## config.mk

```make
export PLATFORM = sky130hd
export DESIGN_NAME = halfpel_motion_compensation_flat
export DESIGN_NICKNAME = d
export VERILOG_FILES = /design/src/sv/hpmc_pkg.sv /design/src/sv/hpmc_if.sv /design/src/sv/halfpel_motion_compensation.sv /design/src/sv/hpmc_interp.sv /design/src/flat_wrapper.sv
export SDC_FILE = /design/constraint.sdc
export NUM_CORES = 1
export LEC_CHECK = 0
export BUFFER_PORTS_ARGS = -buffer_cell sky130_fd_sc_hd__buf_2
export CORE_MARGIN = 5
export CORE_UTILIZATION = 30
export CTS_BUF_LIST = sky130_fd_sc_hd__clkbuf_16
export DETAILED_ROUTE_END_ITERATION = 10
export MAX_ROUTING_LAYER = met4
export PLACE_DENSITY_LB_ADDON = 0.3
export SYNTH_ARGS = -nofsm -noshare
export SYNTH_HDL_FRONTEND = slang
export SYNTH_SLANG_ARGS = --single-unit
```

## constraint.sdc

```tcl
create_clock -name clk -period 21 [get_ports clk]
set_clock_uncertainty 0.2 [all_clocks]
set_input_delay 1.05 -clock clk [delete_from_list [all_inputs] [get_ports clk]]
set_output_delay 1.05 -clock clk [all_outputs]
set_load 0.1 [all_outputs]
```

## src/sv/hpmc_pkg.sv

```systemverilog
// Shared constants and types for the half-pel motion compensation block.
// Used by the channel interfaces, the interpolation datapath and the top level.
package hpmc_pkg;

    localparam int PIX_W      = 8;
    localparam int MAX_WIDTH  = 16;
    localparam int MAX_HEIGHT = 16;
    localparam int COUNT_W    = 5;
    localparam int CFG_IDX_W  = 3;
    localparam int CFG_DATA_W = 2;

    // Block geometry, clipped to the largest supported window
    localparam int BLK_W_NARROW = (8 > MAX_WIDTH) ? MAX_WIDTH : 8;
    localparam int BLK_W_WIDE   = (16 > MAX_WIDTH) ? MAX_WIDTH : 16;
    localparam int BLK_H_SHORT  = (4 > MAX_HEIGHT) ? MAX_HEIGHT : 4;
    localparam int BLK_H_MID    = (8 > MAX_HEIGHT) ? MAX_HEIGHT : 8;
    localparam int BLK_H_TALL   = (16 > MAX_HEIGHT) ? MAX_HEIGHT : 16;

    // Register indexes on the configuration port
    localparam logic [CFG_IDX_W-1:0] REG_WIDE_BLOCK   = 3'd0;
    localparam logic [CFG_IDX_W-1:0] REG_HEIGHT_CODE  = 3'd1;
    localparam logic [CFG_IDX_W-1:0] REG_HALF_X       = 3'd2;
    localparam logic [CFG_IDX_W-1:0] REG_HALF_Y       = 3'd3;
    localparam logic [CFG_IDX_W-1:0] REG_AVERAGE_MODE = 3'd4;

    // Height codes
    localparam logic [1:0] HEIGHT_4  = 2'd0;
    localparam logic [1:0] HEIGHT_8  = 2'd1;
    localparam logic [1:0] HEIGHT_16 = 2'd2;

    typedef logic [PIX_W-1:0] pixel_t;

    typedef struct packed {
        logic half_x;
        logic half_y;
        logic average_mode;
    } interp_mode_t;

endpackage

```

## src/sv/hpmc_if.sv

```systemverilog
// Valid/ready channels of the half-pel motion compensation block.
// Depends on hpmc_pkg for the pixel type.
interface hpmc_ref_if;
    logic              valid;
    logic              ready;
    hpmc_pkg::pixel_t  ref_pixel;
    hpmc_pkg::pixel_t  dest_pixel;

    modport source (output valid, output ref_pixel, output dest_pixel, input ready);
    modport sink   (input valid, input ref_pixel, input dest_pixel, output ready);
endinterface

interface hpmc_pred_if;
    logic              valid;
    logic              ready;
    hpmc_pkg::pixel_t  pred_pixel;
    logic              block_end;

    modport source (output valid, output pred_pixel, output block_end, input ready);
    modport sink   (input valid, input pred_pixel, input block_end, output ready);
endinterface

```

## src/sv/halfpel_motion_compensation.sv

```systemverilog
// Half-pel motion compensation: reference window pixels in, prediction pixels out.
// Depends on hpmc_pkg, the channels in hpmc_if and the datapath in hpmc_interp.
//
// Reference window pixels enter in raster order, one word per cycle while ref_ch.ready is
// high, each with the destination pixel its output overwrites; a (W+half_x) by (H+half_y)
// window yields W*H prediction words, the leading column and row of an interpolated window
// giving none. The interpolation is combinational from the row store and neighbour
// registers, and its result is registered in the output register, or in the skid entry when
// the output is stalled, so the block sustains one pixel per clock while the output is not
// stalled. A two-entry output stage lets a new word in while a result waits to be taken.
// Write the configuration only between blocks.
module halfpel_motion_compensation
(
    input  logic                                clk,
    input  logic                                rst_n,
    input  logic                                cfg_we,
    input  logic [hpmc_pkg::CFG_IDX_W-1:0]      cfg_index,
    input  logic [hpmc_pkg::CFG_DATA_W-1:0]     cfg_data,
    hpmc_ref_if.sink                            ref_ch,
    hpmc_pred_if.source                         pred_ch
);

    localparam int CW = hpmc_pkg::COUNT_W;

    // Configuration
    logic       wide_block_reg;
    logic [1:0] height_code_reg;
    logic       half_x_reg;
    logic       half_y_reg;
    logic       average_mode_reg;

    // Window state
    hpmc_pkg::pixel_t row_store_reg [0:hpmc_pkg::MAX_WIDTH];
    hpmc_pkg::pixel_t left_pixel_reg;
    hpmc_pkg::pixel_t above_left_pixel_reg;
    logic [CW-1:0]    column_count_reg;
    logic [CW-1:0]    column_count_next;
    logic [CW-1:0]    row_count_reg;
    logic [CW-1:0]    row_count_next;

    // Output stage
    logic             out_valid_reg;
    hpmc_pkg::pixel_t out_pixel_reg;
    logic             out_end_reg;
    logic             skid_valid_reg;
    hpmc_pkg::pixel_t skid_pixel_reg;
    logic             skid_end_reg;

    logic                   accept;
    logic                   emit;
    logic                   push;
    logic                   out_free;
    logic [CW-1:0]          width_pix;
    logic [CW-1:0]          height_pix;
    logic [CW-1:0]          last_col;
    logic [CW-1:0]          last_row;
    logic                   at_row_end;
    logic                   at_block_end;
    hpmc_pkg::pixel_t       above_pixel;
    hpmc_pkg::pixel_t       pred_pixel;
    hpmc_pkg::interp_mode_t mode;

    always_ff @(posedge clk or negedge rst_n)
    begin
        if (!rst_n)
        begin
            wide_block_reg   <= 1'b0;
            height_code_reg  <= hpmc_pkg::HEIGHT_8;
            half_x_reg       <= 1'b0;
            half_y_reg       <= 1'b0;
            average_mode_reg <= 1'b0;
        end
        else if (cfg_we)
        begin
            case (cfg_index)
                hpmc_pkg::REG_WIDE_BLOCK:   wide_block_reg   <= cfg_data[0];
                hpmc_pkg::REG_HEIGHT_CODE:  height_code_reg  <= cfg_data[1:0];
                hpmc_pkg::REG_HALF_X:       half_x_reg       <= cfg_data[0];
                hpmc_pkg::REG_HALF_Y:       half_y_reg       <= cfg_data[0];
                hpmc_pkg::REG_AVERAGE_MODE: average_mode_reg <= cfg_data[0];
                default: ;
            endcase
        end
    end

    always_comb
    begin
        width_pix = wide_block_reg ? CW'(hpmc_pkg::BLK_W_WIDE) : CW'(hpmc_pkg::BLK_W_NARROW);
        case (height_code_reg)
            hpmc_pkg::HEIGHT_4: height_pix = CW'(hpmc_pkg::BLK_H_SHORT);
            hpmc_pkg::HEIGHT_8: height_pix = CW'(hpmc_pkg::BLK_H_MID);
            default:            height_pix = CW'(hpmc_pkg::BLK_H_TALL);
        endcase
        last_col = width_pix + CW'(half_x_reg) - CW'(1);
        last_row = height_pix + CW'(half_y_reg) - CW'(1);

        at_row_end   = column_count_reg >= last_col;
        at_block_end = at_row_end && (row_count_reg >= last_row);
        emit         = (column_count_reg >= CW'(half_x_reg))
                    && (row_count_reg >= CW'(half_y_reg));

        // the count never passes the store depth; guard the unused codes anyway
        if (column_count_reg <= CW'(hpmc_pkg::MAX_WIDTH))
        begin
            above_pixel = row_store_reg[column_count_reg];
        end
        else
        begin
            above_pixel = '0;
        end

        if (at_block_end)
        begin
            column_count_next = '0;
            row_count_next    = '0;
        end
        else if (at_row_end)
        begin
            column_count_next = '0;
            row_count_next    = row_count_reg + CW'(1);
        end
        else
        begin
            column_count_next = column_count_reg + CW'(1);
            row_count_next    = row_count_reg;
        end

        mode.half_x       = half_x_reg;
        mode.half_y       = half_y_reg;
        mode.average_mode = average_mode_reg;
    end

    hpmc_interp u_interp
    (
        .ref_pixel        (ref_ch.ref_pixel),
        .dest_pixel       (ref_ch.dest_pixel),
        .left_pixel       (left_pixel_reg),
        .above_pixel      (above_pixel),
        .above_left_pixel (above_left_pixel_reg),
        .mode             (mode),
        .pred_pixel       (pred_pixel)
    );

    assign ref_ch.ready = !skid_valid_reg;
    assign accept       = ref_ch.valid && !skid_valid_reg;
    assign push         = accept && emit;
    assign out_free     = !out_valid_reg || pred_ch.ready;

    always_ff @(posedge clk or negedge rst_n)
    begin
        if (!rst_n)
        begin
            left_pixel_reg       <= '0;
            above_left_pixel_reg <= '0;
            column_count_reg     <= '0;
            row_count_reg        <= '0;
        end
        else if (accept)
        begin
            left_pixel_reg       <= ref_ch.ref_pixel;
            above_left_pixel_reg <= above_pixel;
            column_count_reg     <= column_count_next;
            row_count_reg        <= row_count_next;
        end
    end

    // row store holds no reset; every entry is written before it is read
    always_ff @(posedge clk)
    begin
        if (accept && (column_count_reg <= CW'(hpmc_pkg::MAX_WIDTH)))
        begin
            row_store_reg[column_count_reg] <= ref_ch.ref_pixel;
        end
    end

    always_ff @(posedge clk or negedge rst_n)
    begin
        if (!rst_n)
        begin
            out_valid_reg  <= 1'b0;
            skid_valid_reg <= 1'b0;
        end
        else if (out_free)
        begin
            // refill the output from the skid entry first to keep order
            out_valid_reg  <= skid_valid_reg || push;
            skid_valid_reg <= 1'b0;
        end
        else if (push)
        begin
            skid_valid_reg <= 1'b1;
        end
    end

    always_ff @(posedge clk)
    begin
        if (out_free)
        begin
            if (skid_valid_reg)
            begin
                out_pixel_reg <= skid_pixel_reg;
                out_end_reg   <= skid_end_reg;
            end
            else
            begin
                out_pixel_reg <= pred_pixel;
                out_end_reg   <= at_block_end;
            end
        end
        if (!out_free && push)
        begin
            skid_pixel_reg <= pred_pixel;
            skid_end_reg   <= at_block_end;
        end
    end

    assign pred_ch.valid      = out_valid_reg;
    assign pred_ch.pred_pixel = out_pixel_reg;
    assign pred_ch.block_end  = out_end_reg;

endmodule

```

## src/sv/hpmc_interp.sv

```systemverilog
// Half-pel interpolation and destination averaging for one output pixel.
// Depends on hpmc_pkg for the pixel and mode types.
module hpmc_interp
(
    input  hpmc_pkg::pixel_t       ref_pixel,
    input  hpmc_pkg::pixel_t       dest_pixel,
    input  hpmc_pkg::pixel_t       left_pixel,
    input  hpmc_pkg::pixel_t       above_pixel,
    input  hpmc_pkg::pixel_t       above_left_pixel,
    input  hpmc_pkg::interp_mode_t mode,
    output hpmc_pkg::pixel_t       pred_pixel
);

    localparam int SUM_W = hpmc_pkg::PIX_W + 2;

    logic [SUM_W-1:0]      sum4;
    logic [SUM_W-1:0]      sum_h;
    logic [SUM_W-1:0]      sum_v;
    logic [SUM_W-1:0]      sum_avg;
    hpmc_pkg::pixel_t      interp;

    always_comb
    begin
        sum4  = SUM_W'(above_left_pixel) + SUM_W'(above_pixel) + SUM_W'(left_pixel)
              + SUM_W'(ref_pixel) + SUM_W'(2);
        sum_h = SUM_W'(left_pixel) + SUM_W'(ref_pixel) + SUM_W'(1);
        sum_v = SUM_W'(above_pixel) + SUM_W'(ref_pixel) + SUM_W'(1);

        if (mode.half_x && mode.half_y)
        begin
            interp = sum4[SUM_W-1:2];
        end
        else if (mode.half_x)
        begin
            interp = sum_h[SUM_W-2:1];
        end
        else if (mode.half_y)
        begin
            interp = sum_v[SUM_W-2:1];
        end
        else
        begin
            interp = ref_pixel;
        end

        // bidirectional style: round-average with what is already there
        sum_avg = SUM_W'(dest_pixel) + SUM_W'(interp) + SUM_W'(1);
        pred_pixel = mode.average_mode ? sum_avg[SUM_W-2:1] : interp;
    end

endmodule

```

## src/flat_wrapper.sv

```systemverilog
// flat-port wrapper written by rule: the top's interface ports become plain ports
module halfpel_motion_compensation_flat 
  (clk, rst_n, cfg_we, cfg_index, cfg_data, ref_ch_valid, ref_ch_ref_pixel, ref_ch_dest_pixel, ref_ch_ready, pred_ch_valid, pred_ch_pred_pixel, pred_ch_block_end, pred_ch_ready);
  hpmc_ref_if ref_ch_i ();
  hpmc_pred_if pred_ch_i ();
  input  logic clk;
  input  logic rst_n;
  input  logic cfg_we;
  input  logic [hpmc_pkg::CFG_IDX_W-1:0] cfg_index;
  input  logic [hpmc_pkg::CFG_DATA_W-1:0] cfg_data;
  input wire logic [$bits(ref_ch_i.valid)-1:0] ref_ch_valid;
  input wire logic [$bits(ref_ch_i.ref_pixel)-1:0] ref_ch_ref_pixel;
  input wire logic [$bits(ref_ch_i.dest_pixel)-1:0] ref_ch_dest_pixel;
  output wire logic [$bits(ref_ch_i.ready)-1:0] ref_ch_ready;
  output wire logic [$bits(pred_ch_i.valid)-1:0] pred_ch_valid;
  output wire logic [$bits(pred_ch_i.pred_pixel)-1:0] pred_ch_pred_pixel;
  output wire logic [$bits(pred_ch_i.block_end)-1:0] pred_ch_block_end;
  input wire logic [$bits(pred_ch_i.ready)-1:0] pred_ch_ready;
  assign ref_ch_i.valid = ref_ch_valid;
  assign ref_ch_i.ref_pixel = ref_ch_ref_pixel;
  assign ref_ch_i.dest_pixel = ref_ch_dest_pixel;
  assign ref_ch_ready = ref_ch_i.ready;
  assign pred_ch_valid = pred_ch_i.valid;
  assign pred_ch_pred_pixel = pred_ch_i.pred_pixel;
  assign pred_ch_block_end = pred_ch_i.block_end;
  assign pred_ch_i.ready = pred_ch_ready;
  halfpel_motion_compensation u_core (.clk(clk), .rst_n(rst_n), .cfg_we(cfg_we), .cfg_index(cfg_index), .cfg_data(cfg_data), .ref_ch(ref_ch_i), .pred_ch(pred_ch_i));
endmodule
```

==> metrics.md, run 1 <==
| Metric | Value |
|---|---|
| Crit share post-route | 36.83% |
| Core outline area | 32,700 um^2 |
| Final Net Count | 909 |
| Reg clk slew, reported paths | 70 ps |
| Worst Hold Class | reg2reg |
| Clock latency on the worst-skew pair | 440 ps |
| Clock root buffer | clkbuf_16 |
| Syn nets | 875 |
| CTS Buffer Depth | 2 |
| Status | finished clean |
| Post-CTS Resized | 0 |
| Fmax | 0.1293 GHz |
| Synthesized area | 9997 um^2 |
| Synth Instances | 779 |
| Total Routing Usage GR | 13.43% |
| Area after DPL | 10,660 um^2 |
| Post-route minimum period | 7735 ps |
| Slew Viols, Final | 0 |
| Most frequent cells in the layout | 154 x edfxtp_1, 62 x nand2_1, 59 x ha_1, 58 x inv_1, 44 x nor2_1 |
| Ys async rst share | 18.09% |
| H-tree depth | 4 |
| Critical path type | reg2reg |
| RSZ-0062 raised after global routing | false |
| Cell variety after synth | 65 |
| Average vias per placed instance | 4.891 |
| Max cap viols | 0 |
| Fin area | 11,250 um^2 |
| Setup violations, final | 0 |
| Area of the multi-input gates | 4194 um^2 |
| Register area share after synthesis | 54.78% |
| Total of warnings raised by yosys | 0 |
| Post-synth EDFFs | 154 |
| Routed via count | 6,202 |
| Fillers | 3,259 |
| Initial antenna violation count | 1 |
| WL final | 23,100 um |
| Site Rows | 66 |
| Die Height | 192.5 um |
| Drt initial violations | 421 |
| Initial Utilization | 30.57% |
| Vias in the first global route | 6,435 |
| Final Hold Vio Count | 0 |
| Register area | 5478 um^2 |
| Syn-to-layout area delta | 12.54% |
| Layout cell share with drive strength beyond 1 | 17.68% |
| CP Max Fanout | 27 |
| Top_reg_cell synth | edfxtp_1 |
| Seq cells post-synth | 188 |
| Headroom to the max-slew limit | 33.83% |
| GRT overflow | 0 |
| Drt drc | 0 |
| Startpoint Class | register |
| Global-route wire length before repair | 36,900 um |
| Die X | 192.5 um |
| DRT Pass-1 Iters | 5 |
| Input/output buffers | 36 |
| Setup TNS | 0 ps |
| WP data required | 20,960 ps |
| CTS Buf Count | 17 |
| Worst Path Arrival | 7690 ps |
| Largest net degree at the start of global routing | 35 |
| Worst Tran Pin Value | 988.9 ps |
| Die Area | 37,070 um^2 |
| Largest register FFs | 136 |
| Boundary pin count | 37 |
| Number of post-CTS setup repair buffers | 0 |
| GP Congestion | 0.8450 |
| Antenna Cells | 0 |
| Routed length per instance | 18.22 um |
| Most common cell after layout, fill and taps aside | edfxtp_1 |
| Critical Path End Type | register |
| DP Wirelength | 16,240 um |
| ANT nets after route | 0 |
| Avg Inst Size Synth | 12.83 um^2 |
| CTS sink count | 188 |
| CTS tree | built |
| Cts hold-fix bufs | 0 |
metrics by stage:
stage	setup slack, ps	hold WS [ps]	utilization (%)	std cells
5_1_grt	12540	328.7	34.40	1268
3_3_place_gp	13320	295.0	32.60	1236
4_1_cts	13210	295.2	34.40	1268
3_5_place_dp	13240	278.4	32.60	1236
2_1_floorplan	14280	253.8	-	779
6_report	13260	296.6	34.40	1268
Yosys cell counts (2+ instances only):
cell type | count | share of area [%]
nor3b_1 | 2 | 0.15
o31ai_1 | 8 | 0.60
o21bai_1 | 6 | 0.45
a211o_1 | 2 | 0.18
o311ai_0 | 2 | 0.18
nor2b_1 | 14 | 0.88
inv_1 | 57 | 2.1
a21oi_1 | 32 | 1.6
edfxtp_1 | 154 | 46
a31oi_1 | 10 | 0.63
mux2i_1 | 6 | 0.60
xnor2_1 | 14 | 1.2
nand3_1 | 15 | 0.75
xor2_1 | 9 | 0.79
buf_1 | 2 | 0.075
a2111oi_0 | 3 | 0.26
a21o_1 | 14 | 1.1
buf_2 | 5 | 0.25
o22ai_1 | 4 | 0.25
clkbuf_1 | 18 | 0.68
a21boi_0 | 3 | 0.23
o211ai_1 | 2 | 0.15
nor2_1 | 44 | 1.7
a211oi_1 | 7 | 0.53
ha_1 | 59 | 7.4
nand3b_1 | 4 | 0.30
a221oi_1 | 2 | 0.18
or2_2 | 3 | 0.19
mux2_2 | 27 | 3.0
fa_1 | 11 | 2.2
o21a_1 | 4 | 0.30
dfrtp_1 | 33 | 8.3
or3_1 | 10 | 0.63
o21ai_0 | 40 | 2.0
mux4_2 | 31 | 7.0
nor4b_1 | 3 | 0.26
nand2_1 | 62 | 2.3
and2_1 | 5 | 0.31
nand2b_1 | 10 | 0.63
nor3_1 | 15 | 0.75
a22o_1 | 3 | 0.26
final cells by class:
class / count / share of cell area (%)
clock inverter: 15 / 1.468
tap: 442 / 4.915
multi-input combinational: 507 / 37.28
inverter: 58 / 1.935
clock buffer: 17 / 3.781
sequential: 188 / 48.69
timing repair buffer: 41 / 1.935
cells by family after synthesis:
logic type,Yosys count,share of synthesized area [%]
adders and majority gates,70,9.587
muxes,64,10.63
xor gates and xnor gates,23,2.015
DFF,188,54.78
buffers and inverters,84,3.292
AOI/OAI and AO/OA,154,10.11
and+or+nand+nor,196,9.587
path summary, 6_finish.rpt:
check	startpoint	to	slack, ps	depth (start not counted)
worst max-delay path	u_core.column_count_reg[1]$_DFFE_PN0P_	u_core.pred_ch.pred_pixel[6]$_DFFE_PN_	13260	27
worst min-delay path	u_core.above_left_pixel_reg[0]$_DFFE_PN0P_	u_core.above_left_pixel_reg[0]$_DFFE_PN0P_	300	2
worst max register to register	u_core.column_count_reg[1]$_DFFE_PN0P_	u_core.pred_ch.pred_pixel[6]$_DFFE_PN_	13260	27
worst min register to register	u_core.above_left_pixel_reg[0]$_DFFE_PN0P_	u_core.above_left_pixel_reg[0]$_DFFE_PN0P_	300	2
max in group asynchronous	rst_n	u_core.height_code_reg[0]$_DFFE_PN1P_	19760	2
min in group asynchronous	rst_n	u_core.left_pixel_reg[1]$_DFFE_PN0P_	460	2
layer usage:
| layer | global-route usage (%) | vias up | routed length, um |
|---|---|---|---|
| met4 | 3.154 | 0 | 322 |
| met1 | 18.15 | 3116 | 11090 |
| li1 | - | 2972 | - |
| met2 | 21.36 | 96 | 10860 |
| met5 | - | - | 0 |
| met3 | 2.279 | 18 | 833 |
worst max-delay path: stages (launching register included):
cell	delay, ps
dfrtp_1	800
buf_4	490
inv_1	140
ha_1	240
a21boi_2	340
o22ai_1	240
nor2_1	290
inv_1	80
ha_1	230
fa_1	410
a21o_1	180
a21oi_1	260
xnor2_1	170
fa_1	500
inv_1	40
ha_1	210
nor3_1	170
o21ai_0	230
a41o_1	330
xnor2_1	140
nor2_1	70
nor4_2	470
inv_1	130
ha_1	270
or3_1	380
o211ai_1	170
mux2i_1	240
a221oi_1	60
Power of run 1 is not shown: default switching activity piles up to over one toggle a cycle in this logic, so the estimate is an artifact.
==> run 2: changes to the inputs <==
==> constraint.sdc (replaced) <==
create_clock -name clk -period 7.65 [get_ports clk]
set_clock_uncertainty 0.2 [all_clocks]
set_input_delay 0.3825 -clock clk [delete_from_list [all_inputs] [get_ports clk]]
set_output_delay 0.3825 -clock clk [all_outputs]
set_load 0.1 [all_outputs]
==> metrics.md, run 2 (synthesis gave the netlist of run 1 again) <==
| Metric | Value |
|---|---|
| Crit path max-delay family | compound AO/OA/AOI/OAI gates (was adder cells) |
| Syn-to-layout area delta | 13.25% (was 12.54%) |
| Worst Hold Class | in2reg (was reg2reg) |
| ANT nets after route | 0 (unchanged) |
| Headroom to the max-slew limit | 33.47% (was 33.83%) |
| Global-route wire length before repair | 36,690 um (was 36,900 um) |
| Final Net Count | 920 (was 909) |
| Crit-path max cell delay | 600 ps (was 800 ps) |
| Vias in the first global route | 6,450 (was 6,435) |
| Status | finished clean (unchanged) |
| GP Congestion | 0.8385 (was 0.8450) |
| Worst hold path endpoint | u_core.half_x_reg$_DFFE_PN0P_ (was u_core.above_left_pixel_reg[0]$_DFFE_PN0P_) |
| Largest net degree at the start of global routing | 35 (unchanged) |
| Drt drc | 0 (unchanged) |
| Total Routing Usage GR | 13.32% (was 13.43%) |
| Fillers | 3,241 (was 3,259) |
| Most frequent cells in the layout | 154 x edfxtp_1, 62 x nand2_1, 59 x ha_1, 58 x inv_1, 44 x nor2_1 (unchanged) |
| DRT Pass-1 Iters | 4 (was 5) |
| Reg clk slew, reported paths | 90 ps (was 70 ps) |
| Buf/Inv on CP | 2 (was 5) |
| CP Max Fanout | 18 (was 27) |
| DP Wirelength | 16,490 um (was 16,240 um) |
| CTS Buffer Depth | 2 (unchanged) |
| R2R depth | 26 (was 27) |
| Drt initial violations | 496 (was 421) |
| Critical Path End Type | register (unchanged) |
| R2r setup slk | 460 ps (was 13,260 ps) |
| Site Rows | 66 (unchanged) |
| Slew Viols, Final | 0 (unchanged) |
| Worst Path Arrival | 7140 ps (was 7690 ps) |
| Max cap viols | 0 (unchanged) |
| Worst r2r src | u_core.column_count_reg[0]$_DFFE_PN0P_ (was u_core.column_count_reg[1]$_DFFE_PN0P_) |
| H-tree depth | 4 (unchanged) |
| Core outline area | 32,700 um^2 (unchanged) |
| Post-route minimum period | 7191 ps (was 7735 ps) |
| WL final | 23,590 um (was 23,100 um) |
| Antenna Cells | 0 (unchanged) |
| Fmax | 0.1391 GHz (was 0.1293 GHz) |
| Register area | 5482 um^2 (was 5478 um^2) |
| Average vias per placed instance | 4.952 (was 4.891) |
| Boundary pin count | 37 (unchanged) |
| Area of the multi-input gates | 4200 um^2 (was 4194 um^2) |
| Clock root buffer | clkbuf_16 (unchanged) |
| CTS Buf Count | 17 (unchanged) |
| Final Hold Vio Count | 0 (unchanged) |
| CTS tree | built (unchanged) |
| HP Start | cfg_data[0] (was u_core.above_left_pixel_reg[0]$_DFFE_PN0P_) |
| CTS sink count | 188 (unchanged) |
| Layout cell share with drive strength beyond 1 | 18.40% (was 17.68%) |
| Setup violations, final | 0 (unchanged) |
| Crit share post-route | 94.00% (was 36.83%) |
| GRT overflow | 0 (unchanged) |
| Critical path type | reg2reg (unchanged) |
| Die X | 192.5 um (unchanged) |
| WHS Path Cells | 3 (was 2) |
| Startpoint Class | register (unchanged) |
| Number of post-CTS setup repair buffers | 0 (unchanged) |
| Initial antenna violation count | 1 (unchanged) |
| Die Area | 37,070 um^2 (unchanged) |
| Largest register FFs | 136 (unchanged) |
| Input/output buffers | 36 (unchanged) |
| Clock latency on the worst-skew pair | 440 ps (about the same) |
| Setup TNS | 0 ps (unchanged) |
| WP data required | 7600 ps (was 20,960 ps) |
| Initial Utilization | 30.57% (unchanged) |
| Slowest-stage cell, CP | dfrtp_4 (was dfrtp_1) |
| Routed via count | 6,334 (was 6,202) |
| Worst Tran Pin Value | 998.0 ps (was 988.9 ps) |
| Most common cell after layout, fill and taps aside | edfxtp_1 (unchanged) |
| Die Height | 192.5 um (unchanged) |
| Reg2reg end | u_core.pred_ch.pred_pixel[6]$_DFFE_PN_ (unchanged) |
| RSZ-0062 raised after global routing | false (unchanged) |
| Routed length per instance | 18.44 um (was 18.22 um) |
-- run 2: cell types whose count changed in the layout (fill, tap and decap cells not counted), moves of 2 or more --
cell,before,now
buf_4,5,14
clkinv_1,0,3
clkinv_8,3,1
dlygate4sd3_1,0,2
inv_6,2,4
inv_8,7,2
-- run 2: per-stage QoR --
step | setup slack, ps | cells | hold slack (ps) | instance area (um^2) | utilization (%)
floorplan | 932.8 | 779 | -113.1 | 9997 | -
global placement | 430.5 | 1245 | 288.2 | 10730 | 32.81
detailed placement | 324.2 | 1245 | 285.8 | 10730 | 32.81
CTS | 246.8 | 1279 | 28.37 | 11310 | 34.59
global route | 20.56 | 1279 | 67.68 | 11320 | 34.62
finish | 459.1 | 1279 | 37.26 | 11320 | 34.62
-- run 2: repair_timing --
item                                    4_1_cts  5_1_grt
endpoints found under the setup margin        0        5
endpoints found under the hold margin        34        0
resized for setup                             0        4
hold buffers                                  2        0
-- run 2: worst max-delay path by stage --
| stage | startpoint | end | slack, ps | depth (start not counted) |
|---|---|---|---|---|
| global route | u_core.column_count_reg[0]$_DFFE_PN0P_ | u_core.pred_ch.pred_pixel[6]$_DFFE_PN_ | 20 | 26 |
| finish | u_core.column_count_reg[0]$_DFFE_PN0P_ | u_core.pred_ch.pred_pixel[6]$_DFFE_PN_ | 460 | 26 |
| floorplan | u_core.column_count_reg[0]$_DFFE_PN0P_ | u_core.pred_ch.pred_pixel[6]$_DFFE_PN_ | 930 | 30 |
| CTS | u_core.column_count_reg[0]$_DFFE_PN0P_ | u_core.pred_ch.pred_pixel[6]$_DFFE_PN_ | 250 | 26 |
| global placement | u_core.column_count_reg[0]$_DFFE_PN0P_ | u_core.pred_ch.pred_pixel[6]$_DFFE_PN_ | 430 | 26 |
| detailed placement | u_core.column_count_reg[0]$_DFFE_PN0P_ | u_core.pred_ch.pred_pixel[6]$_DFFE_PN_ | 320 | 26 |
-- run 2: layout make-up --
| type | count | area share, % |
|---|---|---|
| clock inverter | 15 | 1.227 |
| multi-input combinational | 507 | 37.10 |
| sequential | 188 | 48.41 |
| timing repair buffer | 52 | 2.696 |
| clock buffer | 17 | 3.757 |
| tap | 442 | 4.885 |
| inverter | 58 | 1.923 |
-- run 2: worst min-delay path: stages --
cell	delay [ps]
buf_2	130
nand2_1	50
o21ai_0	60
-- run 2: per-layer routing --
layer  share of wire (%)  routed length [um]  global-route usage (%)
met4                 1.2                 294                   3.017
met2                  47               11060                   20.64
met5                   0                   0                       -
met3                 4.2                 988                   2.424
met1                  48               11250                   18.40
Power of run 2 is left out for the same reason.
==> run 3: changes to the inputs <==
--- a/config.mk
+++ b/config.mk
@@ -7,8 +7,8 @@
 export LEC_CHECK = 0
 export BUFFER_PORTS_ARGS = -buffer_cell sky130_fd_sc_hd__buf_2
 export CORE_MARGIN = 5
-export CORE_UTILIZATION = 30
-export CTS_BUF_LIST = sky130_fd_sc_hd__clkbuf_16
+export CORE_UTILIZATION = 43
+export CTS_BUF_LIST = sky130_fd_sc_hd__clkbuf_8
 export DETAILED_ROUTE_END_ITERATION = 10
 export MAX_ROUTING_LAYER = met4
 export PLACE_DENSITY_LB_ADDON = 0.3
==> metrics.md, run 3 (synthesis gave the netlist of run 1 again) <==
| Metric | Value |
|---|---|
| DP Wirelength | 15,320 um (was 16,490 um) |
| Fillers | 2,025 (was 3,241) |
| Final Hold Vio Count | 0 (unchanged) |
| Largest net degree at the start of global routing | 35 (unchanged) |
| DRT Pass-1 Iters | 5 (was 4) |
| Pre-CTS setup slack | 548.1 ps (was 324.2 ps) |
| Layout cell share with drive strength beyond 1 | 18.32% (was 18.40%) |
| Antenna Cells | 0 (unchanged) |
| Setup violations, final | 0 (unchanged) |
| Fmax | 0.1398 GHz (was 0.1391 GHz) |
| GRT overflow | 0 (unchanged) |
| Fin area | 11,030 um^2 (was 11,320 um^2) |
| WL final | 21,970 um (was 23,590 um) |
| Startpoint Class | register (unchanged) |
| CTS tree | built (unchanged) |
| Site Rows | 55 (was 66) |
| Core outline area | 22,780 um^2 (was 32,700 um^2) |
| Initial antenna violation count | 0 (was 1) |
| Max cap viols | 0 (unchanged) |
| CTS Buf Count | 17 (unchanged) |
| Reg clk slew, reported paths | 110 ps (was 90 ps) |
| Clock root buffer | clkbuf_8 (was clkbuf_16) |
| Slowest-stage cell, CP | dfrtp_1 (was dfrtp_4) |
| Routed length per instance | 19.13 um (was 18.44 um) |
| Crit share post-route | 93.49% (was 94.00%) |
| H-tree depth | 4 (unchanged) |
| Total Routing Usage GR | 17.60% (was 13.32%) |
| Initial Utilization | 43.89% (was 30.57%) |
| Drt drc | 0 (unchanged) |
| Vias in the first global route | 6,171 (was 6,450) |
| Slew Viols, Final | 0 (unchanged) |
| Setup TNS | 0 ps (unchanged) |
| Area after DPL | 10,540 um^2 (was 10,730 um^2) |
| Clock latency on the worst-skew pair | 480 ps (was 440 ps) |
| Input/output buffers | 36 (unchanged) |
| Crit-path most repeated cell | a21oi_1 |
| GP Congestion | 0.8673 (was 0.8385) |
| Die X | 162.5 um (was 192.5 um) |
| Die Area | 26,400 um^2 (was 37,070 um^2) |
| Boundary pin count | 37 (unchanged) |
| Largest register FFs | 136 (unchanged) |
| CTS sink count | 188 (unchanged) |
| Die Height | 162.5 um (was 192.5 um) |
| Worst Hold Class | in2reg (unchanged) |
| Most common cell after layout, fill and taps aside | edfxtp_1 (unchanged) |
| Syn-to-layout area delta | 10.35% (was 13.25%) |
| Slack of the critical path | 498.0 ps (was 459.1 ps) |
| Critical path type | reg2reg (unchanged) |
| Worst Path Arrival | 7160 ps (was 7140 ps) |
| Headroom to the max-slew limit | 35.30% (was 33.47%) |
| ANT nets after route | 0 (unchanged) |
| CP Max Fanout | 19 (was 18) |
| Final Net Count | 918 (was 920) |
| Status | finished clean (unchanged) |
| CTS Buffer Depth | 2 (unchanged) |
| WP data required | 7660 ps (was 7600 ps) |
| Critical Path End Type | register (unchanged) |
| Worst Tran Pin Value | 946.0 ps (was 998.0 ps) |
| Routed via count | 6,302 (was 6,334) |
| RSZ-0062 raised after global routing | false (unchanged) |
| Global-route wire length before repair | 34,750 um (was 36,690 um) |
| Most frequent cells in the layout | 154 x edfxtp_1, 62 x nand2_1, 59 x ha_1, 57 x inv_1, 44 x nor2_1 (was 154 x edfxtp_1, 62 x nand2_1, 59 x ha_1, 58 x inv_1, 44 x nor2_1) |
| Crit-path max cell delay | 850 ps (was 600 ps) |
| Post-route minimum period | 7152 ps (was 7191 ps) |
| Drt initial violations | 463 (was 496) |
| Average vias per placed instance | 5.490 (was 4.952) |
[run 3: changes by cell type in the layout (fill, tap and decap cells not counted), moves of 3 or more]
cell	change
clkinv_8	+4
clkinv_1	-3
buf_4	-4
inv_8	+3
clkbuf_8	+17
clkbuf_16	-17
[run 3: worst paths after layout]
| kind | startpoint | to | slack [ps] | depth (start not counted) |
|---|---|---|---|---|
| min in group asynchronous | rst_n | u_core.left_pixel_reg[0]$_DFFE_PN0P_ | 330 | 2 |
| worst max-delay path | u_core.column_count_reg[2]$_DFFE_PN0P_ | u_core.pred_ch.pred_pixel[6]$_DFFE_PN_ | 500 | 25 |
| worst min register to register | u_core.above_left_pixel_reg[0]$_DFFE_PN0P_ | u_core.above_left_pixel_reg[0]$_DFFE_PN0P_ | 310 | 2 |
| max in group asynchronous | rst_n | u_core.column_count_reg[0]$_DFFE_PN0P_ | 6300 | 2 |
| worst max register to register | u_core.column_count_reg[2]$_DFFE_PN0P_ | u_core.pred_ch.pred_pixel[6]$_DFFE_PN_ | 500 | 25 |
| worst min-delay path | cfg_index[2] | u_core.average_mode_reg$_DFFE_PN0P_ | 50 | 3 |
[run 3: final cells by class]
type	count	area (um^2)	area share, %
timing repair buffer	50	295.3	2.677
sequential	188	5479	49.67
tap	313	391.6	3.550
multi-input combinational	507	4194	38.02
inverter	58	217.7	1.973
clock buffer	17	234.0	2.121
clock inverter	15	220.2	1.996
[run 3: timing repair]
action,in CTS,in global routing
resized for setup,0,2
buffers inserted,0,0
setup endpoints to repair,0,1
endpoints found under the hold margin,40,0
hold buffers,4,0
[run 3: worst max-delay path: cells and delay by family, from the launching register on]
family	cells	cell delay, ps
flip-flops	1	850
XOR/XNOR	2	370
buffers and inverters	2	190
AND/OR/NAND/NOR	5	1570
adder cells (fa/ha/maj)	4	1350
AO/OA/AOI/OAI	11	2110
multiplexers	1	230
[run 3: routing by layer]
metal  vias up  share of wire [%]  global-route usage (%)
met4         0                1.2                   4.306
met2       192                 49                   27.19
met1      3091                 45                   24.56
met5         -                  0                       -
li1       2993                  -                       -
met3        26                4.6                   2.961
[run 3: metrics by stage]
step                      hold slack [ps]  utilization [%]  std cells
after floorplan                    -113.1                -        779
after global placement              294.0            46.26       1112
after detailed placement            287.7            46.26       1112
after CTS                           16.27            48.43       1148
after global routing                39.84            48.43       1148
final                               46.34            48.43       1148
Power of run 3 is left out for the same reason.
